===== config.mk =====
export PLATFORM = sky130hd
export DESIGN_NAME = imu_spi_read_sequencer_top
export DESIGN_NICKNAME = d
export VERILOG_FILES = /design/src/hw/rtl/imu_srs_pkg.sv /design/src/hw/rtl/imu_srs_core.sv /design/src/hw/rtl/imu_spi_read_sequencer_top.sv
export SDC_FILE = /design/constraint.sdc
export NUM_CORES = 1
export LEC_CHECK = 0
export ABC_CLOCK_PERIOD_IN_PS = 1750
export BUFFER_PORTS_ARGS = -buffer_cell sky130_fd_sc_hd__buf_2
export CAP_MARGIN = 30
export CORE_MARGIN = 3
export CORE_UTILIZATION = 34
export DETAILED_ROUTE_END_ITERATION = 8
export PLACE_DENSITY = 0.6
export RECOVER_POWER = 50
export SLEW_MARGIN = 20
export SYNTH_ARGS = -nofsm -noshare
export SYNTH_HDL_FRONTEND = slang
export SYNTH_SLANG_ARGS = --single-unit

===== constraint.sdc =====
create_clock -name clk -period 1.75 [get_ports clk]
set_input_delay 0.35 -clock clk [delete_from_list [all_inputs] [get_ports clk]]
set_output_delay 0.35 -clock clk [all_outputs]
set_load 0.05 [all_outputs]

===== src/hw/rtl/imu_srs_pkg.sv =====
// Shared types and constants for the IMU SPI read sequencer.
package imu_srs_pkg;

  // Event kinds carried on the input side-band
  localparam logic [1:0] REQ_ACCEL_IRQ = 2'd0;
  localparam logic [1:0] REQ_GYRO_IRQ  = 2'd1;
  localparam logic [1:0] REQ_XFER_DONE = 2'd2;
  localparam logic [1:0] REQ_TASK_POLL = 2'd3;

  // Channel codes
  localparam logic [1:0] CH_GYRO  = 2'd0;
  localparam logic [1:0] CH_ACCEL = 2'd1;
  localparam logic [1:0] CH_TEMP  = 2'd2;
  localparam logic [1:0] CH_NONE  = 2'd0;

  // Transfer lengths in bytes
  localparam logic [3:0] LEN_GYRO  = 4'd8;
  localparam logic [3:0] LEN_ACCEL = 4'd9;
  localparam logic [3:0] LEN_TEMP  = 4'd4;
  localparam logic [3:0] LEN_NONE  = 4'd0;

  // Read command bytes
  localparam logic [7:0] CMD_GYRO  = 8'h82;
  localparam logic [7:0] CMD_ACCEL = 8'h92;
  localparam logic [7:0] CMD_TEMP  = 8'hA2;
  localparam logic [7:0] CMD_NONE  = 8'h00;

  // Flag bit positions
  localparam int F_READY  = 0;
  localparam int F_SPI    = 1;
  localparam int F_DONE   = 2;
  localparam int F_NOTIFY = 3;

  // Channel bookkeeping state
  typedef struct packed {
    logic [3:0] gyro_flags;
    logic [2:0] accel_flags;
    logic [2:0] temp_flags;
    logic       gyro_select;
    logic       accel_select;
  } seq_state_t;

  localparam seq_state_t STATE_RESET = '{
    gyro_flags:   4'd0,
    accel_flags:  3'd0,
    temp_flags:   3'd0,
    gyro_select:  1'b1,
    accel_select: 1'b1
  };

  // One result per event
  typedef struct packed {
    logic       consume_temp;
    logic       consume_accel;
    logic       consume_gyro;
    logic       gyro_soft_irq;
    logic       cs_accel_level;
    logic       cs_gyro_level;
    logic [7:0] command_byte;
    logic [3:0] transfer_len;
    logic [1:0] start_channel;
    logic       start_valid;
  } seq_result_t;

endpackage


===== src/hw/rtl/imu_srs_core.sv =====
// Event decision logic: next channel state and result for one event.
module imu_srs_core (
  input  imu_srs_pkg::seq_state_t  state_i,
  input  logic [1:0]               req_type_i,
  input  logic                     dma_busy_i,
  input  logic                     reads_enabled_i,
  output imu_srs_pkg::seq_state_t  state_o,
  output imu_srs_pkg::seq_result_t result_o
);

  logic [3:0] g;
  logic [2:0] a;
  logic [2:0] t;
  logic       gs;
  logic       as_lvl;
  logic       try_en;
  imu_srs_pkg::seq_result_t res;

  always_comb begin
    g      = state_i.gyro_flags;
    a      = state_i.accel_flags;
    t      = state_i.temp_flags;
    gs     = state_i.gyro_select;
    as_lvl = state_i.accel_select;
    try_en = 1'b0;
    res    = '0;
    res.start_channel = imu_srs_pkg::CH_NONE;
    res.transfer_len  = imu_srs_pkg::LEN_NONE;
    res.command_byte  = imu_srs_pkg::CMD_NONE;

    // Event-specific flag updates ahead of the start attempt
    unique case (req_type_i)
      imu_srs_pkg::REQ_ACCEL_IRQ: begin
        a[imu_srs_pkg::F_READY] = 1'b1;
        t[imu_srs_pkg::F_READY] = 1'b1;
        try_en = reads_enabled_i;
      end
      imu_srs_pkg::REQ_GYRO_IRQ: begin
        g[imu_srs_pkg::F_READY] = 1'b1;
        try_en = reads_enabled_i;
      end
      imu_srs_pkg::REQ_XFER_DONE: begin
        if (g[imu_srs_pkg::F_SPI]) begin
          g[imu_srs_pkg::F_SPI]  = 1'b0;
          g[imu_srs_pkg::F_DONE] = 1'b1;
          gs = 1'b1;
        end
        if (a[imu_srs_pkg::F_SPI]) begin
          a[imu_srs_pkg::F_SPI]  = 1'b0;
          a[imu_srs_pkg::F_DONE] = 1'b1;
          as_lvl = 1'b1;
        end
        // temperature shares the accel chip select
        if (t[imu_srs_pkg::F_SPI]) begin
          t[imu_srs_pkg::F_SPI]  = 1'b0;
          t[imu_srs_pkg::F_DONE] = 1'b1;
          as_lvl = 1'b1;
        end
        try_en = 1'b1;
      end
      imu_srs_pkg::REQ_TASK_POLL: begin
        if (g[imu_srs_pkg::F_NOTIFY]) begin
          g[imu_srs_pkg::F_NOTIFY] = 1'b0;
          res.consume_gyro = 1'b1;
        end
        if (a[imu_srs_pkg::F_DONE]) begin
          a[imu_srs_pkg::F_DONE] = 1'b0;
          res.consume_accel = 1'b1;
        end
        if (t[imu_srs_pkg::F_DONE]) begin
          t[imu_srs_pkg::F_DONE] = 1'b0;
          res.consume_temp = 1'b1;
        end
      end
      default: ;
    endcase

    // Fixed-priority start: gyro, then accel, then temperature
    if (try_en && !dma_busy_i) begin
      priority if (g[imu_srs_pkg::F_READY] && !a[imu_srs_pkg::F_SPI] &&
                   !t[imu_srs_pkg::F_SPI]) begin
        g[imu_srs_pkg::F_READY] = 1'b0;
        g[imu_srs_pkg::F_SPI]   = 1'b1;
        gs = 1'b0;
        res.start_valid   = 1'b1;
        res.start_channel = imu_srs_pkg::CH_GYRO;
        res.transfer_len  = imu_srs_pkg::LEN_GYRO;
        res.command_byte  = imu_srs_pkg::CMD_GYRO;
      end else if (a[imu_srs_pkg::F_READY] && !g[imu_srs_pkg::F_SPI] &&
                   !t[imu_srs_pkg::F_SPI]) begin
        a[imu_srs_pkg::F_READY] = 1'b0;
        a[imu_srs_pkg::F_SPI]   = 1'b1;
        as_lvl = 1'b0;
        res.start_valid   = 1'b1;
        res.start_channel = imu_srs_pkg::CH_ACCEL;
        res.transfer_len  = imu_srs_pkg::LEN_ACCEL;
        res.command_byte  = imu_srs_pkg::CMD_ACCEL;
      end else if (t[imu_srs_pkg::F_READY] && !g[imu_srs_pkg::F_SPI] &&
                   !a[imu_srs_pkg::F_SPI]) begin
        t[imu_srs_pkg::F_READY] = 1'b0;
        t[imu_srs_pkg::F_SPI]   = 1'b1;
        as_lvl = 1'b0;
        res.start_valid   = 1'b1;
        res.start_channel = imu_srs_pkg::CH_TEMP;
        res.transfer_len  = imu_srs_pkg::LEN_TEMP;
        res.command_byte  = imu_srs_pkg::CMD_TEMP;
      end
    end

    // A finished gyro read turns into a notify on transfer complete
    if (req_type_i == imu_srs_pkg::REQ_XFER_DONE && g[imu_srs_pkg::F_DONE]) begin
      g[imu_srs_pkg::F_DONE]   = 1'b0;
      g[imu_srs_pkg::F_NOTIFY] = 1'b1;
      res.gyro_soft_irq = 1'b1;
    end

    res.cs_gyro_level  = gs;
    res.cs_accel_level = as_lvl;
  end

  assign state_o.gyro_flags   = g;
  assign state_o.accel_flags  = a;
  assign state_o.temp_flags   = t;
  assign state_o.gyro_select  = gs;
  assign state_o.accel_select = as_lvl;
  assign result_o             = res;

endmodule


===== src/hw/rtl/imu_spi_read_sequencer_top.sv =====
// Path: an accepted event sits in the input register, passes the decision logic and is
// then captured in the result register, which drives out_tvalid.
// Throughput: one event per cycle while results are taken without stalls.
// A stalled result holds one more event in the input register, then in_tready drops.
// Reset (rst_n low, synchronous): all channel flags clear, both chip selects
// deasserted (high), reads_enabled cleared, both pipeline stages empty.
module imu_spi_read_sequencer_top (
  input  logic        clk,
  input  logic        rst_n,
  // Event requests
  input  logic        in_tvalid,
  output logic        in_tready,
  input  logic [7:0]  in_tdata,   // [0] dma_busy, [7:1] zero
  input  logic [1:0]  in_tuser,   // [1:0] req_type
  // Results
  output logic        out_tvalid,
  input  logic        out_tready,
  output logic [23:0] out_tdata,  // [0] start_valid, [2:1] start_channel,
                                  // [6:3] transfer_len, [14:7] command_byte,
                                  // [15] cs_gyro_level, [16] cs_accel_level,
                                  // [17] gyro_soft_irq, [18] consume_gyro,
                                  // [19] consume_accel, [20] consume_temp,
                                  // [23:21] zero
  // Configuration
  input  logic        cfg_valid,
  output logic        cfg_ready,
  input  logic        cfg_data    // [0] reads_enabled
);

  logic                     s1_valid_r;
  logic [1:0]               s1_req_r;
  logic                     s1_busy_r;
  logic                     out_valid_r;
  imu_srs_pkg::seq_result_t out_res_r;
  imu_srs_pkg::seq_state_t  state_r;
  imu_srs_pkg::seq_state_t  state_nxt;
  imu_srs_pkg::seq_result_t res_nxt;
  logic                     reads_enabled_r;
  logic                     advance;
  logic                     in_fire;

  // Handshake control
  assign advance   = s1_valid_r && (!out_valid_r || out_tready);
  assign in_tready = !s1_valid_r || advance;
  assign in_fire   = in_tvalid && in_tready;
  assign cfg_ready = 1'b1;

  // Configuration register
  always_ff @(posedge clk) begin
    if (!rst_n) begin
      reads_enabled_r <= 1'b0;
    end else if (cfg_valid && cfg_ready) begin
      reads_enabled_r <= cfg_data;
    end
  end

  // Input register
  always_ff @(posedge clk) begin
    if (!rst_n) begin
      s1_valid_r <= 1'b0;
    end else if (in_fire) begin
      s1_valid_r <= 1'b1;
    end else if (advance) begin
      s1_valid_r <= 1'b0;
    end
  end

  always_ff @(posedge clk) begin
    if (in_fire) begin
      s1_req_r  <= in_tuser;
      s1_busy_r <= in_tdata[0];
    end
  end

  imu_srs_core u_core (
    .state_i         (state_r),
    .req_type_i      (s1_req_r),
    .dma_busy_i      (s1_busy_r),
    .reads_enabled_i (reads_enabled_r),
    .state_o         (state_nxt),
    .result_o        (res_nxt)
  );

  // Channel state commits as the event moves to the result register
  always_ff @(posedge clk) begin
    if (!rst_n) begin
      state_r <= imu_srs_pkg::STATE_RESET;
    end else if (advance) begin
      state_r <= state_nxt;
    end
  end

  // Result register
  always_ff @(posedge clk) begin
    if (!rst_n) begin
      out_valid_r <= 1'b0;
    end else if (advance) begin
      out_valid_r <= 1'b1;
    end else if (out_tready) begin
      out_valid_r <= 1'b0;
    end
  end

  always_ff @(posedge clk) begin
    if (advance) begin
      out_res_r <= res_nxt;
    end
  end

  assign out_tvalid = out_valid_r;
  assign out_tdata  = {3'b000, out_res_r};

endmodule

==> out/results.ini <==
[run_status]
status = completed

[synth]
netlist_top_cells_count = 16 x buf_4, 15 x dfxtp_1, 13 x edfxtp_1
seq_area_frac_synth_pct = 51.2
synth_area_leader_cell = edfxtp_1
synth.distinct_cells = 36
ys_top_cells_by_area = edfxtp_1 29%, dfxtp_1 22%, buf_4 8.9%, a22oi_4 3.2%, nor2_1 3.1%
ys_ff_latch = 28
synth_ff_type = dfxtp_1
yosysTopAreaCellShare_pct = 28.9
avgSynthCellArea_um2 = 11.1
ys_warn_count = 0
synth_area_um2 = 1350
synth_edf_count = 13
async_flop_share_pct = 0
synth.most_common_cell = buf_4
netlist_instances = 122

[clocking]
htreeDepth = 1
cts_tree = done
cts_resized = 0
clk_latency_ns = 0.27
numCtsBuffers = 3
clk_pin_slew_ns = 0.09
cts_root_buffer = clkbuf_8
clkSinkCount = 28
clk_path_buf_depth = 2

[layout]
drive_above_1_share_pct = 23.4
final_cells = 193
nets = 162
num-fill-cells = 392
n_antenna_cell = 0
syn_to_final_growth_pct = 10.8

[place]
routabilityCongestion = 0.770
post-dp-hpwl_um = 1660
io_buffers = 26
dp.cells = 186

[critical_path]
worstPathArrival_ns = 1.85
worstSetupPathType = reg -> reg
required_ns = 1.97
cp_max_fo = 8
ff2ff_path_depth = 6
worst_setup_path_start_kind = register
cp-end-kind = register

[floorplanning]
die_h_um = 69.0
io_pins = 43
core_um2 = 3740
start_util_pct = 36.0
rows = 22
chipWidth_um = 69.0
dieArea_um2 = 4760

[detailed_routing]
ant_nets = 0
vias = 880
routed_via_density = 4.56
totalWireLength_um = 2290
drt_first_pass_iters = 4
drc = 0
routedWlPerCell_um = 11.8
drtIter0Drc = 61

[power_and_ir_drop]
p_leak_uw = 0.000560
power.density_nw_per_um2 = 898
total_power_uw = 1340
peakVddDrop_uv = 341

[sta]
skew_ns = 0.00155
drv_slew = 0
finalSetupTns_ns = 0
period_share_pct = 93.5
holdWs_ns = 0.252
slew_headroom_pct = 60.3
period_minus_slack_ns = 1.64
setup_viol = 0
fmax_mhz = 611
tightest_slew_ns = 0.598
hold_viol = 0

[global_routing]
grt_pass1_wl_um = 3670
grt_overflow = 0
grt_pass1_vias = 801
grt_max_degree = 19
grt_usage_pct = 10.4
antenna_found_initial = 0

[worst_hold_path]
holdPathStages = 1
hold_path_class = in -> reg

[run]
drv_cap = 0

-- flip-flops by register name, indices dropped and copies added (netlist names) --
signal / cells
s1_req_r: 2
state_r: 12
out_tvalid: 1
out_tdata: 10
s1_valid_r: 1
s1_busy_r: 1
reads_enabled_r: 1
-- cells by family (layout without fill, tap and decap cells) --
kind of cell	Yosys count	in the layout	share of synthesized area, %
AO/OA/AOI/OAI	33	33	20.1
buffers and inverters	21	37	11.5
flip-flops	28	28	51.2
multiplexers	1	1	0.742
other	2	9	0.557
AND/OR/NAND/NOR	37	37	15.9
-- power by group --
| part | total (µW) | internal (µW) | switching (µW) |
|---|---|---|---|
| Sequential | 727 | 709 | 18.2 |
| Combinational | 226 | 56.1 | 170 |
| Clock | 388 | 201 | 188 |
| Total | 1340 | 966 | 376 |
-- final timing paths --
| path | startpoint | end | slack [ns] |
|---|---|---|---|
| worst max-delay path | s1_req_r[0]$_DFFE_PP_ | state_r[3]$_SDFFE_PN0P_ | 0.11 |
| worst min-delay path | in_tuser[1] | s1_req_r[1]$_DFFE_PP_ | 0.25 |
| worst max register to register | s1_req_r[0]$_DFFE_PP_ | state_r[3]$_SDFFE_PN0P_ | 0.11 |
| worst min register to register | state_r[11]$_SDFFE_PN0P_ | state_r[11]$_SDFFE_PN0P_ | 0.49 |
-- critical path: stages, from the launching register on --
cell and delay, ns:
edfxtp_1 0.54, nor2b_4 0.29, buf_4 0.17, a22oi_4 0.08, nand2b_1 0.18, nor3_2 0.17, a22o_1 0.16
-- cell type report --
cell class,instances,area (µm²),share of cell area [%]
tap,48,60.1,4.02
sequential,28,691,46.2
clock buffer,4,55.1,3.69
multi-input combinational,80,529,35.4
timing repair buffer,32,155,10.4
inverter,1,3.75,0.251
-- placed cells by master, fill, tap and decap left out, drive strengths merged --
master and count:
a211oi 1, a21boi 1, a21oi 10, a22o 1
a22oi 2, a31oi 4, and2 2, and3 4
buf 14, clkbuf 22, conb 9, dfxtp 15
edfxtp 13, inv 1, mux2i 1, nand2 6
nand2b 3, nand3b 1, nor2 11, nor2b 6
nor3 3, o21a 2, o21ai 7, o21bai 4
o311ai 1, or2 1
-- timing repair --
item,4_1_cts,5_1_grt
hold buffers,0,0
endpoints found under the setup margin,0,4
setup buffers,0,3
-- metal layers --
| layer | vias up | share of wire, % | GRT usage [%] |
|---|---|---|---|
| met5 | - | 0 | 0 |
| met4 | 0 | 0.74 | 4.38 |
| met3 | 2 | 7.1 | 2.43 |
| met2 | 31 | 48 | 18.0 |
| met1 | 399 | 44 | 12.3 |
| li1 | 448 | - | - |
-- metrics by stage --
step	area [µm²]	util (%)	setup WS, ns
4_1_cts	1490	39.9	0.0751
2_1_floorplan	1380	-	0.128
3_5_place_dp	1440	38.4	0.107
3_3_place_gp	1440	38.4	0.145
5_1_grt	1490	39.9	-0.00421
6_report	1490	39.9	0.114
(Power assumes the default switching activity.)
